$ cat config.mk
export PLATFORM = sky130hd
export DESIGN_NAME = display_reply_frame_parser_unit
export DESIGN_NICKNAME = d
export VERILOG_FILES = /design/src/sv/drfp_pkg.sv /design/src/sv/display_reply_frame_parser_unit.sv /design/src/sv/drfp_frame_tracker.sv /design/src/sv/drfp_switch_table.sv
export VERILOG_INCLUDE_DIRS = /design/src /design/src/sv
export SDC_FILE = /design/constraint.sdc
export NUM_CORES = 1
export LEC_CHECK = 0
export ABC_AREA = 1
export BUFFER_PORTS_ARGS = -buffer_cell sky130_fd_sc_hd__buf_2
export CORE_MARGIN = 3
export CORE_UTILIZATION = 65
export CTS_CLUSTER_DIAMETER = 60
export DETAILED_ROUTE_END_ITERATION = 8
export PLACE_DENSITY = 0.84
export REMOVE_ABC_BUFFERS = 1
export SLEW_MARGIN = 20
export SYNTH_ARGS = -nofsm -noshare
export SYNTH_HDL_FRONTEND = slang
export SYNTH_SLANG_ARGS = --single-unit
$ cat constraint.sdc
create_clock -name clk -period 6.4 [get_ports clk]
set_input_delay 0 -clock clk [delete_from_list [all_inputs] [get_ports clk]]
set_output_delay 0 -clock clk [all_outputs]
set_load 0.005 [all_outputs]
$ cat src/sv/display_reply_frame_parser_unit_assert.svh
// Assertion macros for the display reply frame parser.
`ifndef DISPLAY_REPLY_FRAME_PARSER_UNIT_ASSERT_SVH
`define DISPLAY_REPLY_FRAME_PARSER_UNIT_ASSERT_SVH

// The consequent must hold in the same cycle as the antecedent.
`define DRFP_ASSERT_SAME(label, ante, cons) \
  label: assert property (@(posedge clk) disable iff (rst) (ante) |-> (cons)) \
    else $error("drfp check failed");

// The consequent must hold in the cycle after the antecedent.
`define DRFP_ASSERT_NEXT(label, ante, cons) \
  label: assert property (@(posedge clk) disable iff (rst) (ante) |=> (cons)) \
    else $error("drfp check failed");

`endif

$ cat src/sv/drfp_pkg.sv
// Shared constants, tables and types of the display reply frame parser.
`default_nettype none

package drfp_pkg;

  // Header bytes and frame layout.
  localparam logic [7:0] HDR_FIRST    = 8'h5A;
  localparam logic [7:0] HDR_SECOND   = 8'hA5;
  localparam logic [8:0] LEN_EXTRA    = 9'd3;
  localparam logic [8:0] MIN_TOTAL    = 9'd9;
  localparam logic [8:0] ADDR_OFFSET  = 9'd4;
  localparam logic [8:0] VALUE_OFFSET = 9'd8;

  // Register reset value and parameter default.
  localparam logic [7:0] IGNORED_RESET    = 8'h4F;
  localparam int         NUM_SWITCHES_DEF = 9;

  // Known switch addresses, in match order.
  localparam int SWITCH_TABLE = 9;
  localparam logic [7:0] SWITCH_ADDR [SWITCH_TABLE] = '{
    8'h65, 8'h66, 8'h67, 8'h55, 8'h56, 8'h45, 8'h46, 8'h47, 8'h68
  };

  // Header hunt and frame body phases.
  typedef enum logic [1:0] {
    PH_HDR1,
    PH_HDR2,
    PH_LEN,
    PH_BODY
  } phase_t;

  // Frame completion report from the tracker to the switch table.
  typedef struct packed {
    logic       done;
    logic       total_ok;
    logic [7:0] address;
    logic [7:0] value;
  } frame_end_t;

endpackage

`default_nettype wire

$ cat src/sv/display_reply_frame_parser_unit.sv
// Top level of the display reply frame parser.
`default_nettype none

`include "display_reply_frame_parser_unit_assert.svh"

// Accepts one received byte per cycle unless the result side stalls, and
// reports one request for every complete frame 5A A5 L ... of L+3 bytes
// whose length is at least 6 and whose address is not the ignored address.
// A byte goes through an input register, is parsed combinationally by the
// frame tracker and switch lookup, and a finished frame lands in the result
// register, from which it is offered. The sustained rate is one byte per
// cycle while the result register is not stalled, set by the tracker state
// taking a byte on every step; a stalled result register holds the parse
// stage and in turn the input. There is no clearing pass after reset.
module display_reply_frame_parser_unit
  import drfp_pkg::*;
#(
  parameter int NUM_SWITCHES = NUM_SWITCHES_DEF
) (
  input  wire logic       clk,
  input  wire logic       rst,
  input  wire logic       cfg_write_enable,
  input  wire logic [7:0] cfg_write_data,
  input  wire logic       in_valid,
  output logic            in_ready,
  input  wire logic [7:0] rx_byte,
  output logic            out_valid,
  input  wire logic       out_ready,
  output logic [7:0]      frame_address,
  output logic [7:0]      frame_value,
  output logic            is_switch,
  output logic [3:0]      switch_number,
  output logic            switch_changed
);

  localparam int LIMIT = (NUM_SWITCHES < SWITCH_TABLE) ? NUM_SWITCHES : SWITCH_TABLE;

  logic       ignored_address;
  logic [7:0] ignored_reg;
  logic       s_valid;
  logic [7:0] s_byte;
  logic       advance;
  logic       step;
  logic       commit;
  frame_end_t frame_end;
  logic       sw_match;
  logic [3:0] sw_number;
  logic       sw_changed;

  // Configuration register.
  always_ff @(posedge clk) begin
    if (rst) ignored_reg <= IGNORED_RESET;
    else if (cfg_write_enable) ignored_reg <= cfg_write_data;
  end

  // The parse stage moves whenever the result register can take a result.
  assign advance  = !out_valid || out_ready;
  assign step     = s_valid && advance;
  assign in_ready = !s_valid || advance;

  // Input register.
  always_ff @(posedge clk) begin
    if (rst) begin
      s_valid <= 1'b0;
    end else if (in_valid && in_ready) begin
      s_valid <= 1'b1;
    end else if (advance) begin
      s_valid <= 1'b0;
    end
  end

  always_ff @(posedge clk) begin
    if (in_valid && in_ready) s_byte <= rx_byte;
  end

  drfp_frame_tracker u_tracker (
    .clk       (clk),
    .rst       (rst),
    .step      (step),
    .rx_byte   (s_byte),
    .frame_end (frame_end)
  );

  // A finished frame is kept unless it is short or names the ignored address.
  assign ignored_address = (frame_end.address == ignored_reg);
  assign commit = frame_end.done && frame_end.total_ok && !ignored_address;

  drfp_switch_table #(
    .NUM_SWITCHES (NUM_SWITCHES)
  ) u_switches (
    .clk            (clk),
    .rst            (rst),
    .commit         (commit),
    .address        (frame_end.address),
    .value          (frame_end.value),
    .is_switch      (sw_match),
    .switch_number  (sw_number),
    .switch_changed (sw_changed)
  );

  // Result register.
  always_ff @(posedge clk) begin
    if (rst) begin
      out_valid <= 1'b0;
    end else if (commit) begin
      out_valid <= 1'b1;
    end else if (out_ready) begin
      out_valid <= 1'b0;
    end
  end

  always_ff @(posedge clk) begin
    if (commit) begin
      frame_address  <= frame_end.address;
      frame_value    <= frame_end.value;
      is_switch      <= sw_match;
      switch_number  <= sw_number;
      switch_changed <= sw_changed;
    end
  end

  // Checks on the parse and result stages.
  `DRFP_ASSERT_SAME(a_no_switch_fields, out_valid && !is_switch,
                    switch_number == 4'd0 && !switch_changed)
  `DRFP_ASSERT_SAME(a_number_range, out_valid && is_switch,
                    {28'd0, switch_number} < 32'(LIMIT))
  `DRFP_ASSERT_NEXT(a_stage_holds, s_valid && !advance,
                    s_valid && $stable(s_byte))
  `DRFP_ASSERT_SAME(a_commit_has_room, commit, advance)

endmodule

`default_nettype wire

$ cat src/sv/drfp_frame_tracker.sv
// Header hunt, length tracking and field capture for one byte per step.
`default_nettype none

module drfp_frame_tracker
  import drfp_pkg::*;
(
  input  wire logic       clk,
  input  wire logic       rst,
  input  wire logic       step,
  input  wire logic [7:0] rx_byte,
  output frame_end_t      frame_end
);

  phase_t     phase, phase_next;
  logic [8:0] position, position_next;
  logic [8:0] total, total_next;
  logic [7:0] address, address_next;
  logic [7:0] value, value_next;
  logic [8:0] len_total;
  logic [8:0] position_inc;

  assign len_total    = {1'b0, rx_byte} + LEN_EXTRA;
  assign position_inc = position + 9'd1;

  // Next phase of the header hunt and frame body.
  always_comb begin
    phase_next = phase;
    unique case (phase)
      PH_HDR1: begin
        if (rx_byte == HDR_FIRST) phase_next = PH_HDR2;
      end
      PH_HDR2: begin
        if (rx_byte == HDR_SECOND) phase_next = PH_LEN;
        else if (rx_byte != HDR_FIRST) phase_next = PH_HDR1;
      end
      PH_LEN: begin
        // A zero length ends the frame at the length byte.
        if (len_total <= LEN_EXTRA) phase_next = PH_HDR1;
        else phase_next = PH_BODY;
      end
      PH_BODY: begin
        if (position_inc >= total) phase_next = PH_HDR1;
      end
      default: phase_next = PH_HDR1;
    endcase
  end

  // Counters, captured fields and the end-of-frame report.
  always_comb begin
    position_next      = position;
    total_next         = total;
    address_next       = address;
    value_next         = value;
    frame_end          = '0;
    unique case (phase)
      PH_LEN: begin
        total_next         = len_total;
        position_next      = LEN_EXTRA;
        address_next       = '0;
        value_next         = '0;
        frame_end.done     = (len_total <= LEN_EXTRA);
        frame_end.total_ok = (len_total >= MIN_TOTAL);
      end
      PH_BODY: begin
        if (position == ADDR_OFFSET) address_next = rx_byte;
        if (position == VALUE_OFFSET) value_next = rx_byte;
        frame_end.done     = (position_inc >= total);
        frame_end.total_ok = (total >= MIN_TOTAL);
        position_next      = frame_end.done ? 9'd0 : position_inc;
      end
      default: begin
      end
    endcase
    if (phase == PH_HDR1 || phase == PH_HDR2) position_next = position;
    frame_end.address = address_next;
    frame_end.value   = value_next;
    frame_end.done    = frame_end.done & step;
  end

  // State registers advance only when a byte is processed.
  always_ff @(posedge clk) begin
    if (rst) begin
      phase    <= PH_HDR1;
      position <= '0;
      total    <= '0;
      address  <= '0;
      value    <= '0;
    end else if (step) begin
      phase    <= phase_next;
      position <= position_next;
      total    <= total_next;
      address  <= address_next;
      value    <= value_next;
    end
  end

endmodule

`default_nettype wire

$ cat src/sv/drfp_switch_table.sv
// Switch address lookup and per-switch last-value store.
`default_nettype none

module drfp_switch_table
  import drfp_pkg::*;
#(
  parameter int NUM_SWITCHES = NUM_SWITCHES_DEF
) (
  input  wire logic       clk,
  input  wire logic       rst,
  input  wire logic       commit,
  input  wire logic [7:0] address,
  input  wire logic [7:0] value,
  output logic            is_switch,
  output logic [3:0]      switch_number,
  output logic            switch_changed
);

  localparam int LIMIT = (NUM_SWITCHES < SWITCH_TABLE) ? NUM_SWITCHES : SWITCH_TABLE;

  logic [7:0] last_value [LIMIT];
  logic [LIMIT-1:0] hit;

  // First matching switch address wins.
  always_comb begin
    is_switch      = 1'b0;
    switch_number  = '0;
    switch_changed = 1'b0;
    hit            = '0;
    for (int i = 0; i < LIMIT; i++) begin
      if (!is_switch && address == SWITCH_ADDR[i]) begin
        is_switch      = 1'b1;
        switch_number  = 4'(i);
        switch_changed = (last_value[i] != value);
        hit[i]         = 1'b1;
      end
    end
  end

  // The store takes the new value of a matched switch on commit.
  always_ff @(posedge clk) begin
    if (rst) begin
      for (int i = 0; i < LIMIT; i++) last_value[i] <= '0;
    end else if (commit) begin
      for (int i = 0; i < LIMIT; i++) begin
        if (hit[i]) last_value[i] <= value;
      end
    end
  end

endmodule

`default_nettype wire

After elaboration in Yosys (flattened, before gate mapping)
Memories as Yosys holds them, arrays and structs flattened.
Index checks and enable logic that the tools add are counted.
Widths: inputs -> output; s select.
Word-level totals
  register bits: 76
  latch bits: 0
  RAM bits: 72
  bits in read-only memories: 0
  bits of input ports: 21
  output and inout bits: 24
  word-level logic and storage cells: 191
  memories kept: 1
Cells by class
  $add $sub $neg: 2
  $mul: 0
  div/mod/pow operators: 0
  order comparisons: 4
  eq/ne operators: 30
  shift-type cells: 0
  mux-type cells: 96
  bitwise logic cells: 11
  reduce and logical (&&, ||, !) cells: 33
Memory list
  u_switches.last_value: depth 9, width 8, rd ports 9, clocked after Yosys merged registers in 0, write ports 9, line drfp_switch_table.sv:21  | logic [7:0] last_value [LIMIT];
Operator list (count)
  $mux 8: 11
  $eq 8x7->1 const B: 10
  $ne 8x8->1: 9
  $mux 1: 68
  $pmux 8 s2: 2
  $ge 9x4->1 const B: 2
  $pmux 9 s2: 1
  $mux 2: 7
  $logic_and 1x1->1: 12
  $mux 3: 4
  $logic_not 1->1: 11
  $add 8x2->9 const B: 1
  $add 9x1->9 const B: 1
  $eq 9x3->1 const B: 1
  $eq 9x4->1 const B: 1
  $ge 9x9->1: 1
  $le 9x2->1 const B: 1
  $mux 9: 1
  $or 1x1->1: 9
  $eq 8x8->1: 1
  $eq 8x8->1 const B: 1
  $ne 8x7->1 const B: 1
  $pmux 2 s4: 1
  $reduce_bool 2->1: 3
  12 further kinds: 16

Longest topological paths before layout
  depth in word-level cells: 34
  depth in mapped cells: 21
  gate-level depth less buffers: 21

Modules after synthesis
A second synthesis with hierarchy kept.
Second synthesis, totals
  cell total of the unflattened synthesis: 851
  area, all modules: 7637.3 µm²
By module, submodules not included
  drfp_switch_table: times used 1, cells each 322, area an instance 3649.8 µm², sequential area each 2162.1 µm²
  drfp_frame_tracker: times used 1, cells each 422, area an instance 2588.7 µm², sequential area each 720.7 µm²
  display_reply_frame_parser_unit: times used 1, cells each 107, area an instance 1398.8 µm², sequential area each 1101.1 µm²

Worst setup path before layout
Ideal clock, no wire load.
  path type: flip-flop to flip-flop
  start point: reg u_tracker.position[0]
  end point: mem u_switches.last_value[1][6] (netlist: u_switches.last_value[0][14]), data pin
  library setup time: 182 ps
  data arrival time: 3355 ps
  data required time: 6218 ps
  setup slack: 2863 ps
  cell stages (with the launch flop): 20
  path buffers: 0
  clock period less this slack: 3537 ps
  path through: dfxtp_1 ha_1 nand2_1 nor2_1 nand3_1 nor3_1 xor2_1 ha_1 nand2_1 nor2_1 nand3b_1 nand4_1 nand2_1 nand2_1 nand3_2 nor2_2 o211ai_1 nand3_2 nor2_4 nor2_2
RTL lines
  from (decl): line drfp_frame_tracker.sv:15  | logic [8:0] position, position_next;
  from (signal assigned): line drfp_frame_tracker.sv:90  | position <= position_next;
  to (decl): line drfp_switch_table.sv:21

==> reports/qor.csv <==
stage,metric,value,unit
timing,"Setup violations, final",0,
timing,highest attainable clock frequency,0.260,GHz
route,first-pass iteration count of the detailed router,5,
logic_synthesis,sequential element share of the synthesized area,0.512,
timing,number of pins exceeding their max-slew limit in the final report,0,
grt,antenna violations before repair,0,
clocking,H-tree lvl count,4,
pwr,overall power consumption,2090,µW
die,total die area,0.0133,mm²
worst_setup_path,required time reported for the critical path endpoint,6.57,ns
clocking,maximum clock path buffer count,2,
logic_synthesis,"Distinct cells, synth",38,
timing,Fin Setup TNS,0,ns
logic_synthesis,ys flop type,edfxtp_1,
die,x dimension of the die,115,µm
cells_and_area,Inserted Diodes,0,
worst_setup_path,category of the worst setup path launch point,flip-flop,
clocking,clock tree from TritonCTS,built,
clocking,Post-CTS Setup Bufs,0,
pwr,total leakage power,0.00363,µW
clocking,clock slew seen by the registers of the worst setup and hold paths,0.06,ns
timing,RSZ-0062 raised after global routing,false,
cells_and_area,final non-filler cell total,1112,
placement,Cell Count Post-Placement,1053,
cells_and_area,Largest Register,u_switches.last_value,
cells_and_area,most used cells in the layout excluding fill and tap cells,"nand2_1, inv_1, edfxtp_1",
grt,routing layer with the top usage in global route,met2,
grt,GRT Residual Overflow,0,
logic_synthesis,average instance area after synthesis,8.76,µm²
logic_synthesis,share of the synthesized area in the top cell type,0.394,
logic_synthesis,Yosys warning count,0,
pwr,PwrDens,236,mW/mm²
clocking,Clock Latency Late Sink,0.43,ns
die,core area,0.0116,mm²
logic_synthesis,"EDFF count, synth",102,
logic_synthesis,gate count of the mapped netlist,888,
placement,placed wire-length estimate,11700,µm
logic_synthesis,library cell with the largest summed area after synthesis,edfxtp_1,
timing,Slew @ Worst Pin,1.03,ns
cells_and_area,Largest register FFs,72,
grt,largest net degree at the start of global routing,36,
route,number of DRC markers in iteration 0,645,
grt,number of global-route vias before repair,5871,
pwr,largest voltage drop on the vdd net,0.192,mV
cells_and_area,ratio of cells with drive above 1 in the final layout,0.148,
route,post-DR vias/cell,5.48,
route,mean routed wirelength per cell,15.9,µm
worst_setup_path,Crit Path Class,reg -> reg,
worst_setup_path,CP Data Arrival Time,4.02,ns
run,count of max-cap constraint violations,0,
timing,worst max-slew margin expressed relative to the limit,0.309,
placement,placer congestion estimate,0.950,
cells_and_area,post-synthesis to final-layout area growth,13.8,%
timing,min cycle time layout,3.85,ns
worst_setup_path,nature of the critical path endpoint,flip-flop,
grt,met1 usage in global routing,0.351,
cells_and_area,area of the multi-input gates,0.00322,mm²
hold_path,worst min-delay path class,in -> reg,
die,count of pins on the block boundary,45,
timing,worst-case clock skew,0.0107,ns
clocking,Clock Root Buffer,clkbuf_16,
grt,met3 Track Usage GR,0.0874,
timing,final hold vios,0,
route,post-route DRC violation count,0,
cells_and_area,fillcell total,751,
clocking,CTS sink cnt,148,
die,starting density of the core,0.673,
logic_synthesis,flop and latch count out of synthesis,148,
grt,total global routing track utilization,0.278,
logic_synthesis,ys async rst share,0,
timing,hold slack final,0.0761,ns
cells_and_area,top flop regs,"u_switches.last_value (72), u_tracker.position (9), u_tracker.total (9)",
route,post-route ant nets,0,
logic_synthesis,leading cell types by total area after synthesis,"edfxtp_1, nand2_1, dfxtp_1",
worst_setup_path,biggest fanout along the worst timing path,28,
route,final wirelength,17600,µm
placement,number of buffers added on ports,44,
grt,met2 track demand over resource in global routing,0.450,
status,run status,finished clean,
die,Chip Height,115,µm
cells_and_area,post-layout net count,993,
cells_and_area,most common library cell in the layout ignoring fill and taps,nand2_1,
logic_synthesis,cell area after synthesis,0.00778,mm²
grt,first-pass GRT wire length,28200,µm
die,cell row count,39,
timing,ratio of final minimum period to clock period,0.602,
route,count of vias placed by the detailed router,6091,
clocking,clock buffer count from CTS,17,
cells_and_area,flip-flop and latch area,0.00398,mm²
[timing repair]
action / 4_1_cts / 5_1_grt
resized for setup: 0 / 0
hold buffers: 27 / 0
hold endpoints to repair: 18 / 0
[kinds of logic after synthesis]
logic type / after synthesis / share of synthesized area
AO/OA/AOI/OAI: 80 / 0.0545
XOR/XNOR: 53 / 0.0606
adder cells (fa/ha/maj): 16 / 0.0257
buffers and inverters: 139 / 0.0741
flip-flops: 148 / 0.512
AND/OR/NAND/NOR: 452 / 0.273
[cells in the mapped netlist (10+ instances only)]
| cell | number |
|---|---|
| nand3_1 | 58 |
| xnor2_1 | 26 |
| nor3_1 | 10 |
| nand3b_1 | 11 |
| clkbuf_1 | 11 |
| nor2_1 | 46 |
| edfxtp_1 | 102 |
| a21oi_1 | 48 |
| nand2_2 | 18 |
| o21ai_0 | 23 |
| nor2_2 | 13 |
| nand4_1 | 14 |
| nand2_1 | 252 |
| nand3_2 | 14 |
| ha_1 | 16 |
| inv_1 | 106 |
| dfxtp_1 | 46 |
| xor2_1 | 26 |
[critical path: stages (launching register included)]
cell and delay (ns):
dfxtp_1 0.38, ha_1 0.20, nand2_1 0.06, nor2_1 0.16
nand3_1 0.14, nor3_1 0.20, xor2_1 0.13, ha_1 0.32
nand2_1 0.08, nor2_1 0.13, nand3b_1 0.09, nand4_1 0.12
nand2_1 0.07, nand2_1 0.09, nand3_2 0.10, nor2_2 0.12
buf_4 0.37, o211ai_1 0.20, nand3_2 0.15, nor2_4 0.08
nor2_2 0.38
[per-stage QoR]
| step | utilization | worst slack [ns] | instance area (µm²) |
|---|---|---|---|
| 5_1_grt | 0.765 | 2.20 | 8850 |
| 3_3_place_gp | 0.696 | 2.71 | 8050 |
| 2_1_floorplan | - | 2.85 | 7640 |
| 4_1_cts | 0.765 | 2.50 | 8850 |
| 3_5_place_dp | 0.696 | 2.51 | 8050 |
| 6_report | 0.765 | 2.55 | 8850 |
[metal layers]
metal | vias to the layer above | wire [µm]
li1 | 3028 | -
met5 | - | 0
met2 | 266 | 8100
met4 | 0 | 369
met1 | 2762 | 7510
met3 | 35 | 1660
[layout make-up]
class / instances / share of cell area
Clock buffer: 18 / 0.0485
Tap cell: 143 / 0.0202
Sequential cell: 148 / 0.450
Multi-Input combinational cell: 601 / 0.364
Inverter: 116 / 0.0492
Clock inverter: 14 / 0.0119
Timing Repair Buffer: 72 / 0.0563
[final timing paths]
kind                         startpoint                      endpoint  slack, ns  cells after the start
hold / removal         cfg_write_enable                ignored_reg[4]       0.08                      3
hold reg to reg    u_tracker.address[0]          u_tracker.address[0]       0.48                      2
setup / recovery  u_tracker.position[0]  u_switches.last_value[1][21]       2.55                     20
setup reg to reg  u_tracker.position[0]  u_switches.last_value[1][21]       2.55                     20
[where the power goes]
group	switching [µW]	internal, µW
clock network	407	498
registers	20.0	1050
logic	69.1	44.4
(Power assumes the default switching activity.)
